[config.mk]
export PLATFORM = sky130hd
export DESIGN_NAME = parallel_display_pixel_writer
export DESIGN_NICKNAME = d
export VERILOG_FILES = /design/src/design/pdpw_pkg.sv /design/src/design/parallel_display_pixel_writer.sv /design/src/design/pdpw_front.sv /design/src/design/pdpw_queue.sv /design/src/design/pdpw_back.sv
export SDC_FILE = /design/constraint.sdc
export NUM_CORES = 1
export LEC_CHECK = 0
export ABC_AREA = 1
export BUFFER_PORTS_ARGS = -buffer_cell sky130_fd_sc_hd__buf_2
export CORE_ASPECT_RATIO = 1.25
export CORE_UTILIZATION = 60
export CTS_CLUSTER_SIZE = 24
export DETAILED_ROUTE_END_ITERATION = 8
export PLACE_DENSITY = 0.81
export SYNTH_ARGS = -nofsm -noshare
export SYNTH_HDL_FRONTEND = slang
export SYNTH_SLANG_ARGS = --single-unit
[constraint.sdc]
create_clock -name i_clk -period 10.2 [get_ports i_clk]
set_clock_uncertainty 0.2 [all_clocks]
set_input_delay 2.04 -clock i_clk [delete_from_list [all_inputs] [get_ports i_clk]]
set_output_delay 2.04 -clock i_clk [all_outputs]
set_load 0.01 [all_outputs]
[src/design/pdpw_pkg.sv]
// Shared types and constants for the parallel display pixel writer.
package pdpw_pkg;

    localparam int CountBits = 24;

    typedef logic [CountBits-1:0] t_count;

    typedef enum logic [1:0] {
        OP_DRAW_PIXEL  = 2'd0,
        OP_SET_WINDOW  = 2'd1,
        OP_START_FILL  = 2'd2,
        OP_FILL_NEXT   = 2'd3
    } t_opcode;

    typedef enum logic [2:0] {
        CFG_SCREEN_WIDTH  = 3'd0,
        CFG_SCREEN_HEIGHT = 3'd1,
        CFG_COLUMN_CMD    = 3'd2,
        CFG_PAGE_CMD      = 3'd3,
        CFG_MEMWR_CMD     = 3'd4
    } t_cfg_index;

    typedef enum logic [1:0] {
        KIND_PIXEL      = 2'd0,
        KIND_WINDOW     = 2'd1,
        KIND_FILL_START = 2'd2,
        KIND_FILL_NEXT  = 2'd3
    } t_kind;

    typedef logic [3:0] t_pos;

    localparam t_pos POS_COL_CMD  = 4'd0;
    localparam t_pos POS_XS_HI    = 4'd1;
    localparam t_pos POS_XS_LO    = 4'd2;
    localparam t_pos POS_XE_HI    = 4'd3;
    localparam t_pos POS_XE_LO    = 4'd4;
    localparam t_pos POS_PAGE_CMD = 4'd5;
    localparam t_pos POS_YS_HI    = 4'd6;
    localparam t_pos POS_YS_LO    = 4'd7;
    localparam t_pos POS_YE_HI    = 4'd8;
    localparam t_pos POS_YE_LO    = 4'd9;
    localparam t_pos POS_MEMWR    = 4'd10;
    localparam t_pos POS_COLOR_HI = 4'd11;
    localparam t_pos POS_COLOR_LO = 4'd12;

    localparam logic [15:0] ResetWidth   = 16'd320;
    localparam logic [15:0] ResetHeight  = 16'd480;
    localparam logic [7:0]  ResetColCmd  = 8'h2A;
    localparam logic [7:0]  ResetPageCmd = 8'h2B;
    localparam logic [7:0]  ResetMemwr   = 8'h2C;

    typedef struct packed {
        logic [15:0] screen_width;
        logic [15:0] screen_height;
        logic [7:0]  column_cmd;
        logic [7:0]  page_cmd;
        logic [7:0]  memwr_cmd;
    } t_cfg;

    typedef struct packed {
        t_kind       kind;
        logic [15:0] xs;
        logic [15:0] ys;
        logic [15:0] xe;
        logic [15:0] ye;
        logic [15:0] color;
        logic        release_last;
    } t_desc;

endpackage

[src/design/parallel_display_pixel_writer.sv]
// Top level: config registers, request intake, descriptor queue and byte sequencer.
//
//  channel | direction | handshake                  | payload
//  in      | input     | i_in_valid / o_in_ready    | opcode, x/y start, x/y end, color, count
//  out     | output    | o_out_valid / i_out_ready  | bus byte, command flag, release, last
//  cfg     | input     | i_cfg_we                   | i_cfg_index, i_cfg_data
//
// One bus byte leaves per cycle unless the output stalls: draw pixel 13 bytes, set window 10,
// start fill 3, fill next 2; dropped requests are taken at the intake and emit no bytes.
// The byte sequencer sets the rate; the queue holds up to two descriptors, the one being walked included.
// Reset is synchronous and restores the default register values and an empty pipe.
// Output stalls hold the output register and back-fill the queue, then drop o_in_ready.
module parallel_display_pixel_writer
    import pdpw_pkg::*;
(
    input  logic               i_clk,
    input  logic               i_rst_n,
    input  logic               i_in_valid,
    output logic               o_in_ready,
    input  logic [1:0]         i_opcode,
    input  logic signed [15:0] i_x_start,
    input  logic signed [15:0] i_y_start,
    input  logic [15:0]        i_x_end,
    input  logic [15:0]        i_y_end,
    input  logic [15:0]        i_pixel_color,
    input  logic [23:0]        i_pixel_count,
    output logic               o_out_valid,
    input  logic               i_out_ready,
    output logic [7:0]         o_bus_byte,
    output logic               o_is_command,
    output logic               o_select_release,
    output logic               o_last,
    input  logic               i_cfg_we,
    input  logic [2:0]         i_cfg_index,
    input  logic [15:0]        i_cfg_data
);

    t_cfg  r_cfg;
    logic  queue_full;
    logic  push;
    t_desc push_desc;
    logic  head_valid;
    t_desc head_desc;
    logic  pop;

    always_ff @(posedge i_clk) begin
        if (!i_rst_n) begin
            r_cfg.screen_width  <= ResetWidth;
            r_cfg.screen_height <= ResetHeight;
            r_cfg.column_cmd    <= ResetColCmd;
            r_cfg.page_cmd      <= ResetPageCmd;
            r_cfg.memwr_cmd     <= ResetMemwr;
        end else if (i_cfg_we) begin
            case (i_cfg_index)
                CFG_SCREEN_WIDTH:  r_cfg.screen_width  <= i_cfg_data;
                CFG_SCREEN_HEIGHT: r_cfg.screen_height <= i_cfg_data;
                CFG_COLUMN_CMD:    r_cfg.column_cmd    <= i_cfg_data[7:0];
                CFG_PAGE_CMD:      r_cfg.page_cmd      <= i_cfg_data[7:0];
                CFG_MEMWR_CMD:     r_cfg.memwr_cmd     <= i_cfg_data[7:0];
                default:           r_cfg               <= r_cfg;
            endcase
        end
    end

    pdpw_front u_front (
        .i_clk         (i_clk),
        .i_rst_n       (i_rst_n),
        .i_valid       (i_in_valid),
        .o_ready       (o_in_ready),
        .i_opcode      (i_opcode),
        .i_x_start     (i_x_start),
        .i_y_start     (i_y_start),
        .i_x_end       (i_x_end),
        .i_y_end       (i_y_end),
        .i_pixel_color (i_pixel_color),
        .i_pixel_count (i_pixel_count),
        .i_cfg         (r_cfg),
        .i_queue_full  (queue_full),
        .o_push        (push),
        .o_desc        (push_desc)
    );

    pdpw_queue u_queue (
        .i_clk   (i_clk),
        .i_rst_n (i_rst_n),
        .i_push  (push),
        .i_data  (push_desc),
        .o_full  (queue_full),
        .i_pop   (pop),
        .o_valid (head_valid),
        .o_data  (head_desc)
    );

    pdpw_back u_back (
        .i_clk            (i_clk),
        .i_rst_n          (i_rst_n),
        .i_head_valid     (head_valid),
        .i_head           (head_desc),
        .o_pop            (pop),
        .i_cfg            (r_cfg),
        .o_valid          (o_out_valid),
        .i_ready          (i_out_ready),
        .o_bus_byte       (o_bus_byte),
        .o_is_command     (o_is_command),
        .o_select_release (o_select_release),
        .o_last           (o_last)
    );

endmodule

[src/design/pdpw_front.sv]
// Request intake: clipping, fill bookkeeping and descriptor build.
module pdpw_front
    import pdpw_pkg::*;
(
    input  logic               i_clk,
    input  logic               i_rst_n,
    input  logic               i_valid,
    output logic               o_ready,
    input  logic [1:0]         i_opcode,
    input  logic signed [15:0] i_x_start,
    input  logic signed [15:0] i_y_start,
    input  logic [15:0]        i_x_end,
    input  logic [15:0]        i_y_end,
    input  logic [15:0]        i_pixel_color,
    input  logic [23:0]        i_pixel_count,
    input  t_cfg               i_cfg,
    input  logic               i_queue_full,
    output logic               o_push,
    output t_desc              o_desc
);

    t_count      r_fill_remaining, n_fill_remaining;
    logic [15:0] r_fill_color, n_fill_color;
    logic        r_fill_active, n_fill_active;

    logic        accept;
    logic        clipped;
    t_count      count;
    t_count      start_remaining;
    t_count      next_remaining;
    logic [15:0] xs_u;
    logic [15:0] ys_u;

    assign o_ready = !i_queue_full;
    assign accept  = i_valid && !i_queue_full;

    assign xs_u    = $unsigned(i_x_start);
    assign ys_u    = $unsigned(i_y_start);
    assign clipped = xs_u[15] || ys_u[15] ||
                     (xs_u >= i_cfg.screen_width) || (ys_u >= i_cfg.screen_height);

    assign count           = t_count'(i_pixel_count);
    assign start_remaining = (count == '0) ? '0 : t_count'(count - 1'b1);
    assign next_remaining  = t_count'(r_fill_remaining - 1'b1);

    always_comb begin
        n_fill_remaining = r_fill_remaining;
        n_fill_color     = r_fill_color;
        n_fill_active    = r_fill_active;
        o_push           = 1'b0;
        o_desc.kind         = KIND_WINDOW;
        o_desc.xs           = xs_u;
        o_desc.ys           = ys_u;
        o_desc.xe           = i_x_end;
        o_desc.ye           = i_y_end;
        o_desc.color        = i_pixel_color;
        o_desc.release_last = 1'b1;
        case (t_opcode'(i_opcode))
            OP_DRAW_PIXEL: begin
                o_desc.kind = KIND_PIXEL;
                o_desc.xe   = i_cfg.screen_width - 16'd1;
                o_desc.ye   = i_cfg.screen_height - 16'd1;
                if (accept && !clipped) begin
                    o_push           = 1'b1;
                    n_fill_remaining = '0;
                    n_fill_active    = 1'b0;
                end
            end
            OP_SET_WINDOW: begin
                if (accept) begin
                    o_push           = 1'b1;
                    n_fill_remaining = '0;
                    n_fill_active    = 1'b0;
                end
            end
            OP_START_FILL: begin
                o_desc.kind         = KIND_FILL_START;
                o_desc.release_last = (start_remaining == '0);
                if (accept) begin
                    o_push           = 1'b1;
                    n_fill_color     = i_pixel_color;
                    n_fill_remaining = start_remaining;
                    n_fill_active    = (start_remaining != '0);
                end
            end
            OP_FILL_NEXT: begin
                o_desc.kind         = KIND_FILL_NEXT;
                o_desc.color        = r_fill_color;
                o_desc.release_last = (next_remaining == '0);
                if (accept && r_fill_active) begin
                    o_push           = 1'b1;
                    n_fill_remaining = next_remaining;
                    n_fill_active    = (next_remaining != '0);
                end
            end
            default: begin
                o_push = 1'b0;
            end
        endcase
    end

    always_ff @(posedge i_clk) begin
        if (!i_rst_n) begin
            r_fill_remaining <= '0;
            r_fill_color     <= '0;
            r_fill_active    <= 1'b0;
        end else begin
            r_fill_remaining <= n_fill_remaining;
            r_fill_color     <= n_fill_color;
            r_fill_active    <= n_fill_active;
        end
    end

endmodule

[src/design/pdpw_queue.sv]
// Two-entry descriptor queue between intake and byte sequencer.
module pdpw_queue
    import pdpw_pkg::*;
(
    input  logic  i_clk,
    input  logic  i_rst_n,
    input  logic  i_push,
    input  t_desc i_data,
    output logic  o_full,
    input  logic  i_pop,
    output logic  o_valid,
    output t_desc o_data
);

    t_desc      r_entry [2];
    logic       r_wr_ptr, n_wr_ptr;
    logic       r_rd_ptr, n_rd_ptr;
    logic [1:0] r_fill, n_fill;
    logic       do_pop;

    assign o_full  = (r_fill == 2'd2);
    assign o_valid = (r_fill != 2'd0);
    assign o_data  = r_entry[r_rd_ptr];
    assign do_pop  = i_pop && o_valid;

    always_comb begin
        n_wr_ptr = i_push ? ~r_wr_ptr : r_wr_ptr;
        n_rd_ptr = do_pop ? ~r_rd_ptr : r_rd_ptr;
        n_fill   = r_fill + {1'b0, i_push} - {1'b0, do_pop};
    end

    always_ff @(posedge i_clk) begin
        if (i_push) begin
            r_entry[r_wr_ptr] <= i_data;
        end
    end

    always_ff @(posedge i_clk) begin
        if (!i_rst_n) begin
            r_wr_ptr <= 1'b0;
            r_rd_ptr <= 1'b0;
            r_fill   <= 2'd0;
        end else begin
            r_wr_ptr <= n_wr_ptr;
            r_rd_ptr <= n_rd_ptr;
            r_fill   <= n_fill;
        end
    end

endmodule

[src/design/pdpw_back.sv]
// Byte sequencer: walks a descriptor one bus byte per cycle, unless stalled, into the output register.
module pdpw_back
    import pdpw_pkg::*;
(
    input  logic        i_clk,
    input  logic        i_rst_n,
    input  logic        i_head_valid,
    input  t_desc       i_head,
    output logic        o_pop,
    input  t_cfg        i_cfg,
    output logic        o_valid,
    input  logic        i_ready,
    output logic [7:0]  o_bus_byte,
    output logic        o_is_command,
    output logic        o_select_release,
    output logic        o_last
);

    logic       r_active, n_active;
    t_pos       r_pos, n_pos;
    logic       r_valid, n_valid;
    logic [7:0] r_byte;
    logic       r_cmd;
    logic       r_rel;
    logic       r_last;

    t_pos       start_pos;
    t_pos       cur_pos;
    logic       advance;
    logic       emit;
    logic [7:0] sel_byte;
    logic       sel_cmd;
    logic       sel_rel;
    logic       sel_last;

    always_comb begin
        case (i_head.kind)
            KIND_FILL_START: start_pos = POS_MEMWR;
            KIND_FILL_NEXT:  start_pos = POS_COLOR_HI;
            default:         start_pos = POS_COL_CMD;
        endcase
    end

    assign cur_pos = r_active ? r_pos : start_pos;
    assign advance = !r_valid || i_ready;
    assign emit    = advance && i_head_valid;

    always_comb begin
        sel_cmd = 1'b0;
        sel_rel = 1'b0;
        case (cur_pos)
            POS_COL_CMD: begin
                sel_byte = i_cfg.column_cmd;
                sel_cmd  = 1'b1;
            end
            POS_XS_HI: sel_byte = i_head.xs[15:8];
            POS_XS_LO: sel_byte = i_head.xs[7:0];
            POS_XE_HI: sel_byte = i_head.xe[15:8];
            POS_XE_LO: begin
                sel_byte = i_head.xe[7:0];
                sel_rel  = 1'b1;
            end
            POS_PAGE_CMD: begin
                sel_byte = i_cfg.page_cmd;
                sel_cmd  = 1'b1;
            end
            POS_YS_HI: sel_byte = i_head.ys[15:8];
            POS_YS_LO: sel_byte = i_head.ys[7:0];
            POS_YE_HI: sel_byte = i_head.ye[15:8];
            POS_YE_LO: begin
                sel_byte = i_head.ye[7:0];
                sel_rel  = 1'b1;
            end
            POS_MEMWR: begin
                sel_byte = i_cfg.memwr_cmd;
                sel_cmd  = 1'b1;
            end
            POS_COLOR_HI: sel_byte = i_head.color[15:8];
            POS_COLOR_LO: begin
                sel_byte = i_head.color[7:0];
                sel_rel  = i_head.release_last;
            end
            default: sel_byte = 8'h00;
        endcase
        if (i_head.kind == KIND_WINDOW) begin
            sel_last = (cur_pos == POS_YE_LO);
        end else begin
            sel_last = (cur_pos == POS_COLOR_LO);
        end
    end

    assign o_pop = emit && sel_last;

    always_comb begin
        n_active = r_active;
        n_pos    = r_pos;
        n_valid  = r_valid;
        if (emit) begin
            n_valid  = 1'b1;
            n_active = !sel_last;
            n_pos    = cur_pos + 4'd1;
        end else if (i_ready) begin
            n_valid = 1'b0;
        end
    end

    always_ff @(posedge i_clk) begin
        if (emit) begin
            r_byte <= sel_byte;
            r_cmd  <= sel_cmd;
            r_rel  <= sel_rel;
            r_last <= sel_last;
        end
    end

    always_ff @(posedge i_clk) begin
        if (!i_rst_n) begin
            r_active <= 1'b0;
            r_pos    <= POS_COL_CMD;
            r_valid  <= 1'b0;
        end else begin
            r_active <= n_active;
            r_pos    <= n_pos;
            r_valid  <= n_valid;
        end
    end

    assign o_valid          = r_valid;
    assign o_bus_byte       = r_byte;
    assign o_is_command     = r_cmd;
    assign o_select_release = r_rel;
    assign o_last           = r_last;

endmodule

==> run summary <==
Status = finished clean
Top Ports = 143
Worst Setup Start Kind = primary input
Fin crit share = 0.487
Sw frac = 0.274
GRT Residual Overflow = 0
Top fanout value on the critical path = 83
Die area = 25000 um^2
CP endpoint kind = register
Post-synth ARST share = 0
Synth cell types = 47
RSZ-0062 raised after global routing = false
Crit path required time = 10.16 ns
Drt pass-1 iters = 6
DRT iter0 DRCs = 1166
Worst-path clk slew = 0.06 ns
Pint = 2050 uW
Synthesized net count = 1957
Routed wire length = 39.6 mm
Post-DR vias/cell = 5.67
Via Count = 12800
Synth-to-Final Area Change = 12.8%
Clock power frac = 0.362
First-pass GRT wire length = 61.6 mm
Row Count = 63
Number of enable flip-flop cells after synthesis = 177
Post-cts sizing count = 0
Setup Buffers After CTS = 0
Kind of critical path = in2reg
Clk buf depth = 3
Count of pins over their slew limit = 0
Synthesized area = 14600 um^2
Placed insts = 2197
Initial antenna violation count = 1
HPWL after DPL = 27.9 mm
Hold Fails Final Rpt = 0
Seq/Total Area, Yosys = 0.511
DRC = 0
Max VDD drop = 0.000113 V
Initial Util = 0.614
CTS tree = built
GR Util All Layers = 0.319
Fillers = 1928
Final setup vio count = 0
Worst skew pair latency = 0.54 ns
Port bufs = 142
Final Non-Filler Cells = 2248
Yosys reg bits = 285
Antenna Nets Post-Route = 0
Min-Delay Path Class = reg2reg
Largest net degree at the start of global routing = 104
Comb pwr share = 0.160
Final nets = 2080
Max Cap Viol = 0
Seq pwr share = 0.479
Min cycle time layout = 4.97 ns
Layout cell share with drive strength beyond 1 = 0.119
Net Sw Power = 776 uW
Core ar. = 23800 um^2
Mapped Cells = 1778
CP arrival = 4.92 ns
Power per cell area = 172 nW/um^2
Average size of a mapped cell = 8.23 um^2
YS warnings = 0
GP Congestion = 0.933
Die Width = 142 um
Lkg Pwr = 0.00707 uW
Clk root buf = clkbuf_16
Vias in the first global route = 12400
Rel. slew slack = 0.201
Clock Sink Count = 285
H-tree Lvls = 1
Num CTS Buffers = 27
Ys flop type = edfxtp_1
Number of hold buffers added after CTS = 0
Die Span Y = 177 um
Fmax = 0.201 GHz
Routed WL per cell = 17.6 um
Setup TNS = 0 ns
Least-Margin Pin Slew = 1.20 ns
[metal layers]
layer,share of wire,vias up,track usage,wire [um]
li1,-,6198,-,-
met1,0.38,5837,0.378,14900
met2,0.49,601,0.567,19600
met3,0.085,121,0.0477,3370
met4,0.044,0,0.149,1730
met5,0,-,0,0
[synthesized netlist by cell type (9+ instances only)]
library cell	count	area, um^2
nor2_2	9	56.3
o22ai_1	10	62.6
o21ai_0	148	741
inv_1	168	631
nand3_1	80	400
xor2_1	24	210
ha_1	49	613
clkbuf_1	47	176
edfxtp_1	177	5320
nand4_1	28	175
a21oi_1	120	601
dfxtp_1	108	2160
nor3_1	18	90.1
nand2_1	494	1850
o211ai_1	19	143
nor2_1	180	676
a31oi_1	9	56.3
[layout make-up]
type                       count  area, um^2  area share
multi-input combinational   1256        6250       0.379
sequential                   285        7480       0.453
tap                          325         407      0.0246
clock buffer                  37         753      0.0457
clock inverter                13         146     0.00887
antenna                        1        2.50    0.000152
inverter                     178         668      0.0405
timing repair buffer         153         793      0.0481
[power groups by stage]
stage          Clock [uW]  Sequential, uW  Combinational, uW
3_5_place_dp            0            1380                441
6_report             1020            1350                452
3_3_place_gp            0            1380                431
4_1_cts              1030            1350                444
2_1_floorplan           0            1380                281
5_1_grt              1070            1360                498
[final timing paths]
check / from / to / slack (ns) / cells after the start
worst max-delay path: i_y_start[9] / u_queue.r_entry[0][32]$_DFFE_PP_ / 5.23 / 12
worst min-delay path: u_front.r_fill_color[15]$_SDFFE_PN0P_ / u_front.r_fill_color[15]$_SDFFE_PN0P_ / 0.25 / 2
worst max register to register: register / u_queue.r_fill[1]$_SDFF_PN0_ / 5.99 / 17
worst min register to register: u_front.r_fill_color[15]$_SDFFE_PN0P_ / u_front.r_fill_color[15]$_SDFFE_PN0P_ / 0.25 / 2
[per-stage QoR]
step	hold WS [ns]	setup WS, ns	utilization	power [uW]	cell area (um^2)
after floorplan	0.225	2.82	-	1660	14600
after global placement	0.234	4.85	0.655	1810	15600
after detailed placement	0.243	4.79	0.655	1820	15600
after CTS	0.251	5.33	0.693	2830	16500
after global routing	0.265	5.07	0.693	2930	16500
final	0.249	5.23	0.693	2830	16500
[cells by family after synthesis]
| logic type | synth area share |
|---|---|
| mux | 0.00547 |
| buf+inv | 0.0630 |
| xor+xnor | 0.0156 |
| flops | 0.511 |
| fa+ha+maj | 0.0419 |
| simple gates | 0.235 |
| compound gates | 0.127 |
[critical path, cell delays in order]
cell,delay (ns)
buf_2,0.11
ha_1,0.30
a21oi_1,0.17
nor3_1,0.07
nor3b_1,0.36
nand2_1,0.17
nand2_1,0.09
nand2_1,0.09
nand2_1,0.10
o21ai_0,0.29
nor2_4,0.16
buf_4,0.89
[layout by cell type (no fill, tap or decap), types with 4 or more instances in the layout]
cell       instances
a31oi_1            9
nor2_2             9
buf_2            142
nand2_1          494
ha_1              49
nor4_1             5
buf_4             11
clkbuf_16         27
inv_1            167
o21ai_0          148
a21oi_1          119
nand4_1           28
clkbuf_8           4
o211ai_1          19
clkinv_2           4
edfxtp_1         177
o21ai_1            7
nor2_1           178
clkinv_1           8
xor2_1            24
mux2i_1            8
nor2_4             6
a22o_1             7
nand3_1           80
clkbuf_1           6
o22ai_1           10
dfxtp_1          107
nor3_1            18
or2_2              4
a21o_1             8
inv_2              6
[registers in the layout, summed over array words and instances, names as in the netlist, named ones only]
signal,count
u_back.r_active,1
u_queue.r_entry,166
u_back.o_is_command,1
u_front.r_fill_active,1
u_back.o_last,1
u_front.r_fill_remaining,24
u_queue.r_wr_ptr,1
u_queue.r_rd_ptr,1
u_back.r_pos,4
u_back.o_bus_byte,8
u_front.r_fill_color,16
u_queue.r_fill,2
u_back.o_valid,1
u_back.o_select_release,1
r_cfg,56
Note: power is estimated with default switching activity, not from simulation.
